`src/jetp_pkg.sv`:
```
// ----------------------------------------------------------------------------
// jetp_pkg
// Shared types, constants and helpers for the Julia escape-time pixel core.
// ----------------------------------------------------------------------------
package jetp_pkg;

    // image geometry used by the coordinate mapping
    localparam int IMAGE_WIDTH  = 800;
    localparam int IMAGE_HEIGHT = 800;

    // fixed-point format: signed Q4.28
    localparam int Q_W       = 32;
    localparam int FRAC_BITS = 28;

    // field widths
    localparam int PIX_W   = 10;
    localparam int ITER_W  = 16;
    localparam int CNT_W   = 17;
    localparam int INT_W   = 8;
    localparam int IDX_W   = 2;

    // stream payload widths, rounded to whole bytes
    localparam int S_DATA_W = 24;
    localparam int M_DATA_W = 32;

    // intensity divider: dividend holds 255*count, divisor holds the limit
    localparam int DIVD_W = CNT_W + INT_W;
    localparam int DVS_W  = ITER_W;
    localparam int DCNT_W = $clog2(DIVD_W);

    // coordinate mapping: (p << 30) / dim as p * ceil(2^52 / dim) >> 22,
    // exact floor since p * (M * dim - 2^52) < 2^22 for any 10-bit pixel
    localparam int MAPQ_W  = PIX_W + 30;
    localparam int MAP_SH  = 22;
    localparam int MAP_M_W = 52;
    localparam int MAP_P_W = PIX_W + MAP_M_W;
    localparam logic [MAP_M_W-1:0] MAP_MX = MAP_M_W'(((64'd1 << (30 + MAP_SH))
        + 64'(IMAGE_WIDTH) - 64'd1) / 64'(IMAGE_WIDTH));
    localparam logic [MAP_M_W-1:0] MAP_MY = MAP_M_W'(((64'd1 << (30 + MAP_SH))
        + 64'(IMAGE_HEIGHT) - 64'd1) / 64'(IMAGE_HEIGHT));

    // saturation input width, wide enough for every intermediate term
    localparam int SAT_W = 41;

    typedef logic signed [Q_W-1:0] t_q;
    typedef logic [IDX_W-1:0]      t_cfg_idx;

    // register indexes
    localparam t_cfg_idx CFG_C_REAL   = 2'd0;
    localparam t_cfg_idx CFG_C_IMAG   = 2'd1;
    localparam t_cfg_idx CFG_MAX_ITER = 2'd2;

    localparam logic [ITER_W-1:0] MAX_ITER_RST = 16'd100;
    localparam logic [CNT_W-1:0]  CNT_START    = 17'd3;

    // clamp to the Q4.28 range
    function automatic t_q sat_q(input logic signed [SAT_W-1:0] v);
        logic signed [SAT_W-1:0] hi;
        logic signed [SAT_W-1:0] lo;
        hi = SAT_W'(signed'(33'sh0_7FFF_FFFF));
        lo = -hi - SAT_W'(1);
        if (v > hi) begin
            return t_q'(hi);
        end else if (v < lo) begin
            return t_q'(lo);
        end
        return t_q'(v);
    endfunction

endpackage

```
`src/julia_escape_time_pixel_core.sv`:
```
// ----------------------------------------------------------------------------
// julia_escape_time_pixel_core
// Escape-time evaluator for one pixel of a Julia set in Q4.28 fixed point.
// ----------------------------------------------------------------------------
// One pixel item is taken at a time. The core maps the pixel to a start point
// by reciprocal multiplication, one coordinate at a time, then runs
// z = z*z + c on a single shared 32x32 multiplier, each iteration taking
// three products and one update; the escape and limit test is made with the
// third product. When the count ends below max_iterations, a restoring
// division forms the intensity. The input is ready again from the cycle the
// result is loaded. The result sits in an output register, so the next pixel
// is taken while a result still waits. Configuration writes are always accepted.
module julia_escape_time_pixel_core (
    input  logic                          i_clk,
    input  logic                          i_rst_n,
    // config write channel
    input  logic                          i_cfg_valid,
    output logic                          o_cfg_ready,
    input  jetp_pkg::t_cfg_idx            i_cfg_index,
    input  logic [31:0]                   i_cfg_data,
    // pixel input: [9:0] pixel_x, [19:10] pixel_y, [23:20] zero
    input  logic                          i_s_tvalid,
    output logic                          o_s_tready,
    input  logic [jetp_pkg::S_DATA_W-1:0] i_s_tdata,
    // result: [7:0] intensity, [24:8] final_count, [31:25] zero
    output logic                          o_m_tvalid,
    input  logic                          i_m_tready,
    output logic [jetp_pkg::M_DATA_W-1:0] o_m_tdata
);
    import jetp_pkg::*;

    localparam logic [3:0] ST_IDLE   = 4'd0;
    localparam logic [3:0] ST_MAPX   = 4'd1;
    localparam logic [3:0] ST_MAPY   = 4'd2;
    localparam logic [3:0] ST_MUL_RR = 4'd3;
    localparam logic [3:0] ST_MUL_II = 4'd4;
    localparam logic [3:0] ST_MUL_RI = 4'd5;
    localparam logic [3:0] ST_UPDATE = 4'd6;
    localparam logic [3:0] ST_DIVI   = 4'd7;
    localparam logic [3:0] ST_OUT    = 4'd8;

    localparam logic [DCNT_W-1:0] DIV_LAST = DCNT_W'(DIVD_W - 1);
    localparam logic signed [SAT_W-1:0] TWO_Q = SAT_W'(2) <<< FRAC_BITS;

    // control
    logic [3:0]        r_state, n_state;
    logic              r_out_valid, n_out_valid;
    t_q                r_c_real, n_c_real;
    t_q                r_c_imag, n_c_imag;
    logic [ITER_W-1:0] r_max_iter, n_max_iter;
    logic [DCNT_W-1:0] r_div_cnt, n_div_cnt;

    // datapath
    logic [PIX_W-1:0]  r_px, n_px;
    logic [PIX_W-1:0]  r_py, n_py;
    t_q                r_re, n_re;
    t_q                r_im, n_im;
    logic [62:0]       r_rr, n_rr;
    logic [62:0]       r_ii, n_ii;
    logic signed [63:0] r_ri, n_ri;
    logic [CNT_W-1:0]  r_count, n_count;
    logic [INT_W-1:0]  r_int, n_int;
    logic [DIVD_W-1:0] r_quo, n_quo;
    logic [DVS_W-1:0]  r_rem, n_rem;
    logic [DVS_W-1:0]  r_dvs, n_dvs;
    logic [INT_W-1:0]  r_out_int, n_out_int;
    logic [CNT_W-1:0]  r_out_cnt, n_out_cnt;

    // shared multiplier
    t_q                 mul_a, mul_b;
    logic signed [63:0] mul_p;

    // coordinate mapping
    logic [MAP_P_W-1:0] map_px_p, map_py_p;
    logic [MAPQ_W-1:0]  map_quo;
    t_q                 map_q;

    // divider step
    logic [DVS_W:0]    rem_sh;
    logic              div_ge;
    logic [DVS_W-1:0]  rem_nx;
    logic [DIVD_W-1:0] quo_nx;

    // iteration terms
    logic [63:0]        esc_sum;
    logic               esc_hit, lim_hit, below_lim;
    t_q                 t_rr, t_ii, t_ri;
    logic signed [SAT_W-1:0] sum_re, sum_im;
    logic [DIVD_W-1:0]  scaled_cnt;

    logic in_acc, out_acc;

    assign o_cfg_ready = 1'b1;
    assign o_s_tready  = (r_state == ST_IDLE);
    assign o_m_tvalid  = r_out_valid;
    assign o_m_tdata   = {7'd0, r_out_cnt, r_out_int};

    assign in_acc  = i_s_tvalid && o_s_tready;
    assign out_acc = r_out_valid && i_m_tready;

    always_comb begin
        unique case (r_state)
            ST_MUL_RR: begin
                mul_a = r_re;
                mul_b = r_re;
            end
            ST_MUL_II: begin
                mul_a = r_im;
                mul_b = r_im;
            end
            default: begin
                mul_a = r_re;
                mul_b = r_im;
            end
        endcase
    end
    assign mul_p = mul_a * mul_b;

    // (p << 30) / dim by multiplication with a constant reciprocal
    assign map_px_p = MAP_P_W'(r_px) * MAP_P_W'(MAP_MX);
    assign map_py_p = MAP_P_W'(r_py) * MAP_P_W'(MAP_MY);
    assign map_quo  = (r_state == ST_MAPY) ? map_py_p[MAP_P_W-1:MAP_SH]
                                           : map_px_p[MAP_P_W-1:MAP_SH];
    assign map_q    = sat_q($signed({1'b0, map_quo}) - TWO_Q);

    // restoring division, one quotient bit per cycle
    assign rem_sh = {r_rem, r_quo[DIVD_W-1]};
    assign div_ge = rem_sh >= {1'b0, r_dvs};
    assign rem_nx = div_ge ? DVS_W'(rem_sh - {1'b0, r_dvs}) : DVS_W'(rem_sh);
    assign quo_nx = {r_quo[DIVD_W-2:0], div_ge};

    // escape test at Q8.56 against 4.0
    assign esc_sum   = {1'b0, r_rr} + {1'b0, r_ii};
    assign esc_hit   = (esc_sum[63:2*FRAC_BITS+2] != '0);
    assign lim_hit   = r_count > {1'b0, r_max_iter};
    assign below_lim = r_count < {1'b0, r_max_iter};

    assign t_rr = sat_q($signed({6'd0, r_rr[62:FRAC_BITS]}));
    assign t_ii = sat_q($signed({6'd0, r_ii[62:FRAC_BITS]}));
    // arithmetic shift is the floor of 2*re*im
    assign t_ri = sat_q({{4{r_ri[63]}}, r_ri[63:FRAC_BITS-1]});
    assign sum_re = SAT_W'(t_rr) - SAT_W'(t_ii) + SAT_W'(r_c_real);
    assign sum_im = SAT_W'(t_ri) + SAT_W'(r_c_imag);

    assign scaled_cnt = {r_count, 8'd0} - DIVD_W'(r_count);

    always_comb begin
        n_state     = r_state;
        n_out_valid = r_out_valid;
        n_c_real    = r_c_real;
        n_c_imag    = r_c_imag;
        n_max_iter  = r_max_iter;
        n_div_cnt   = r_div_cnt;
        n_px        = r_px;
        n_py        = r_py;
        n_re        = r_re;
        n_im        = r_im;
        n_rr        = r_rr;
        n_ii        = r_ii;
        n_ri        = r_ri;
        n_count     = r_count;
        n_int       = r_int;
        n_quo       = r_quo;
        n_rem       = r_rem;
        n_dvs       = r_dvs;
        n_out_int   = r_out_int;
        n_out_cnt   = r_out_cnt;

        if (i_cfg_valid) begin
            unique case (i_cfg_index)
                CFG_C_REAL:   n_c_real   = t_q'(i_cfg_data);
                CFG_C_IMAG:   n_c_imag   = t_q'(i_cfg_data);
                CFG_MAX_ITER: n_max_iter = i_cfg_data[ITER_W-1:0];
                default:      ;
            endcase
        end

        if (out_acc) begin
            n_out_valid = 1'b0;
        end

        if (r_state == ST_DIVI) begin
            n_quo     = quo_nx;
            n_rem     = rem_nx;
            n_div_cnt = r_div_cnt + DCNT_W'(1);
        end

        unique case (r_state)
            ST_IDLE: begin
                if (in_acc) begin
                    n_px    = i_s_tdata[PIX_W-1:0];
                    n_py    = i_s_tdata[2*PIX_W-1:PIX_W];
                    n_count = CNT_START;
                    n_state = ST_MAPX;
                end
            end
            ST_MAPX: begin
                n_re    = map_q;
                n_state = ST_MAPY;
            end
            ST_MAPY: begin
                n_im    = map_q;
                n_state = ST_MUL_RR;
            end
            ST_MUL_RR: begin
                n_rr    = mul_p[62:0];
                n_state = ST_MUL_II;
            end
            ST_MUL_II: begin
                n_ii    = mul_p[62:0];
                n_state = ST_MUL_RI;
            end
            ST_MUL_RI: begin
                n_ri = mul_p;
                if (esc_hit || lim_hit) begin
                    if (below_lim) begin
                        n_quo     = scaled_cnt;
                        n_rem     = '0;
                        n_dvs     = r_max_iter;
                        n_div_cnt = '0;
                        n_state   = ST_DIVI;
                    end else begin
                        n_int   = '0;
                        n_state = ST_OUT;
                    end
                end else begin
                    n_state = ST_UPDATE;
                end
            end
            ST_UPDATE: begin
                n_re    = sat_q(sum_re);
                n_im    = sat_q(sum_im);
                n_count = r_count + CNT_W'(1);
                n_state = ST_MUL_RR;
            end
            ST_DIVI: begin
                if (r_div_cnt == DIV_LAST) begin
                    n_int   = quo_nx[INT_W-1:0];
                    n_state = ST_OUT;
                end
            end
            ST_OUT: begin
                // wait for the output register to free up
                if (!r_out_valid || i_m_tready) begin
                    n_out_valid = 1'b1;
                    n_out_int   = r_int;
                    n_out_cnt   = r_count;
                    n_state     = ST_IDLE;
                end
            end
            default: begin
                n_state = ST_IDLE;
            end
        endcase
    end

    always_ff @(posedge i_clk) begin
        if (!i_rst_n) begin
            r_state     <= ST_IDLE;
            r_out_valid <= 1'b0;
            r_c_real    <= '0;
            r_c_imag    <= '0;
            r_max_iter  <= MAX_ITER_RST;
            r_div_cnt   <= '0;
        end else begin
            r_state     <= n_state;
            r_out_valid <= n_out_valid;
            r_c_real    <= n_c_real;
            r_c_imag    <= n_c_imag;
            r_max_iter  <= n_max_iter;
            r_div_cnt   <= n_div_cnt;
        end
    end

    always_ff @(posedge i_clk) begin
        r_px      <= n_px;
        r_py      <= n_py;
        r_re      <= n_re;
        r_im      <= n_im;
        r_rr      <= n_rr;
        r_ii      <= n_ii;
        r_ri      <= n_ri;
        r_count   <= n_count;
        r_int     <= n_int;
        r_quo     <= n_quo;
        r_rem     <= n_rem;
        r_dvs     <= n_dvs;
        r_out_int <= n_out_int;
        r_out_cnt <= n_out_cnt;
    end

`ifndef ASSERT_OFF
    a_busy_after_accept: assert property (@(posedge i_clk) disable iff (!i_rst_n)
        in_acc |=> !o_s_tready)
        else $error("input ready right after an accepted item");

    a_count_floor: assert property (@(posedge i_clk) disable iff (!i_rst_n)
        o_m_tvalid |-> (r_out_cnt >= CNT_START))
        else $error("final count below start value");

    a_div_cnt_range: assert property (@(posedge i_clk) disable iff (!i_rst_n)
        (r_state == ST_DIVI) |-> (r_div_cnt <= DIV_LAST))
        else $error("divider step counter out of range");

    a_result_after_out: assert property (@(posedge i_clk) disable iff (!i_rst_n)
        (r_state == ST_OUT && (!r_out_valid || i_m_tready)) |=> o_m_tvalid)
        else $error("result not presented after finishing an item");
`endif

endmodule

```
`config.mk`:
```
export PLATFORM = sky130hd
export DESIGN_NAME = julia_escape_time_pixel_core
export DESIGN_NICKNAME = d
export VERILOG_FILES = /design/src/jetp_pkg.sv /design/src/julia_escape_time_pixel_core.sv
export SDC_FILE = /design/constraint.sdc
export NUM_CORES = 2
export LEC_CHECK = 0
export BUFFER_PORTS_ARGS = -buffer_cell sky130_fd_sc_hd__buf_2
export CORE_ASPECT_RATIO = 0.7
export CORE_MARGIN = 5
export CORE_UTILIZATION = 40
export CTS_CLUSTER_DIAMETER = 200
export CTS_CLUSTER_SIZE = 20
export DETAILED_ROUTE_END_ITERATION = 8
export PLACE_DENSITY = 0.51
export SLEW_MARGIN = 0
export SYNTH_ARGS = -nofsm -noshare
export SYNTH_HDL_FRONTEND = slang
export SYNTH_SLANG_ARGS = --single-unit
```
`constraint.sdc`:
```
create_clock -name i_clk -period 14.58 [get_ports i_clk]
set_input_delay 0 -clock i_clk [delete_from_list [all_inputs] [get_ports i_clk]]
set_output_delay 0 -clock i_clk [all_outputs]
set_load 0.02 [all_outputs]
```
==> results.cfg <==
[status]
outcome = completed

[clock_network]
clkLatencyLatePin_ns = 0.64
cts_root_buf = clkbuf_16
clockBufferDepth = 3
cts_buffers = 26
clock_sinks = 444
path_clk_slew_ns = 0.09
cts_tree = yes
cts_max_level = 1
post-cts-setup-buffers = 0
cts_resized = 0

[logic_synthesis]
synth_compound_area_share_pct = 9.15
syn_area_sq_um = 68700
synth-main-ff-cell = edfxtp_1
yosys.cell_count.top_type = inv_1
synth_mux_area_share_pct = 2.65
synth_cell_types = 96
synthTopCellsByCount = 1327 x inv_1, 1252 x fa_1, 819 x nand2_1, 734 x nor2_1, 577 x ha_1
synth_top_area_cell = fa_1
ys_ff_latch = 444
synth_top_family_by_area = adder cells
synth_area_leaders = fa_1 36%, edfxtp_1 14%, ha_1 11%
synth_edf_count = 313
synth-xor-area-share_pct = 2.74
yosysSeqAreaShare_pct = 17.5
synth-simple-area-share_pct = 12.1
synth-adder-area-share_pct = 47.0
synth_top_area_share_pct = 36.5
avgSynthCellArea_sq_um = 9.54
syn-instance-count = 7204
synth_warnings = 0
async_flop_share_pct = 0

[setup_path]
reg2reg_slack_ns = 2.83
cp_slowest_cell = and3_4
critPathKind = flop to flop
r2r-end = r_ii[61]
worstPathMaxFanout = 40
max_stage_delay_ns = 0.81
cp-start-kind = flop
r2r_cells = 31
critPathArrivalTime_ns = 12.15
endpoint_kind = flop
cpMostUsedCell = fa_1
r2r_start = r_state[1]
crit_required_ns = 14.98

[drt]
drt-pass1-iter-count = 6
drt_wl_total_um = 223000
vias = 51100
drc = 0
vias_per_cell = 5.38
drtIter0Drc = 4219
wl_per_cell_um = 23.6
antenna_left = 0

[grt]
grt_antenna_before_repair = 6
grt_pass1_wl_um = 338000
overflow = 0
grt_pass1_vias = 52000
grt.total_usage_pct = 24.9
grt_start_max_net_pins = 82

[floorplanning]
fp.dieW_um = 505
start_util_pct = 40.2
rows = 127
io_pins = 98
core-area_sq_um = 171000
die_area_sq_um = 180000
die_height_um = 357

[place]
place_congestion = 0.937
dp.final_hpwl_um = 179000
port_buffers = 85

[timing]
fin_skew_ns = 0.0505
worst_pin_slew_ns = 1.26
slew_headroom_pct = 14.1
finalCritPeriodShare_pct = 80.6
fin_crit_ns = 11.75
fmax_mhz = 85.1
setup_viol = 0
finalMaxSlewViolations = 0
hold_viol_final = 0
setup-tns-final_ns = 0
rsz0062_at_grt = false

[finish]
multi_input_area_sq_um = 51000
nFillCells = 16900
regArea_sq_um = 12000
fin_nets = 9096
syn_to_final_growth_pct = 6.76
drive_above_1_share_pct = 5.23

[worst_hold_path]
hold_path_depth = 5
hold_end = r_c_imag[0]
hold_class = primary input to flop
hp-start = i_cfg_valid

[run]
cap_violations = 0
-- sequential cells by signal (all words and copies together), names as in the netlist, 5 cells and up --
name	cells
r_c_imag	32
r_c_real	32
r_count	17
r_div_cnt	5
r_dvs	16
r_ii	63
r_im	32
r_int	8
r_max_iter	16
r_out_cnt	17
r_out_int	8
r_px	10
r_py	10
r_quo	25
r_re	32
r_rem	16
r_ri	37
r_rr	63
-- what timing repair did --
action,in CTS,in global routing
endpoints found under the hold margin,105,0
endpoints found under the setup margin,0,0
hold buffers,60,0
-- kinds of logic after synthesis --
kind of cell	after synthesis
muxes	174
xor gates and xnor gates	215
and+or+nand+nor	1955
buffers and inverters	1602
DFF	444
AOI/OAI and AO/OA	983
adders and majority gates	1829
other	2
-- layout by cell type, fill, tap and decap left out, types with 33 or more instances in the layout --
cell type	instances
o21ai_0	130
xnor2_1	145
inv_1	1326
a211oi_1	36
buf_4	89
ha_1	577
a21o_1	128
buf_2	85
and2_1	33
o211ai_1	47
edfxtp_1	313
nand2b_1	66
nand3_1	62
dfxtp_1	131
a21oi_1	360
fa_1	1252
mux2_2	57
nor2_1	732
dlygate4sd3_1	60
nand4_1	50
nand2_1	819
xor2_1	70
nor3_1	48
mux2i_1	72
-- critical path, delay by kind of cell, from the launching register on --
family	cells	cell delay, ns
AOI/OAI and AO/OA	8	2.71
xor gates and xnor gates	1	0.30
adders and majority gates	9	4.38
buffers and inverters	8	1.18
DFF	1	0.67
muxes	1	0.78
and+or+nand+nor	4	1.46
-- through the flow --
| stage | instance area (sq um) | hold WS, ns | worst slack (ns) | util (%) | std cells |
|---|---|---|---|---|---|
| after floorplan | 68800 | 0.0989 | 3.92 | - | 7212 |
| after global placement | 72000 | 0.176 | 3.06 | 42.1 | 9373 |
| after detailed placement | 72000 | 0.178 | 3.01 | 42.1 | 9373 |
| after CTS | 73400 | 0.0180 | 2.92 | 42.9 | 9481 |
| after global routing | 73400 | 0.0386 | 2.17 | 42.9 | 9481 |
| final | 73400 | 0.0549 | 2.83 | 42.9 | 9483 |
-- area by class of cell --
class | instances | share of cell area, %
sequential | 444 | 16.4
antenna | 2 | 0.00682
multi-input combinational | 5166 | 69.6
clock inverter | 2 | 0.0443
clock buffer | 46 | 0.989
tap | 2257 | 3.85
inverter | 1330 | 6.80
timing repair buffer | 236 | 2.36
-- worst max path at each step --
stage / startpoint / endpoint
floorplan: r_state[0] / r_ii[61]
global placement: r_state[2] / r_ii[61]
detailed placement: r_state[1] / r_ii[61]
CTS: r_state[1] / r_ii[61]
global route: r_state[1] / r_ii[61]
finish: r_state[1] / r_ii[61]
-- layer usage --
layer	share of wire, %	vias up	routed length (um)	track usage [%]
li1	-	22900	-	-
met5	0.013	-	29	0
met3	9.6	211	21500	6.00
met2	40	1768	89500	35.0
met4	1.8	4	4130	3.99
met1	48	26200	108000	39.2
Power is not shown: default switching activity piles up to over one toggle a cycle in this logic, so the estimate is an artifact.
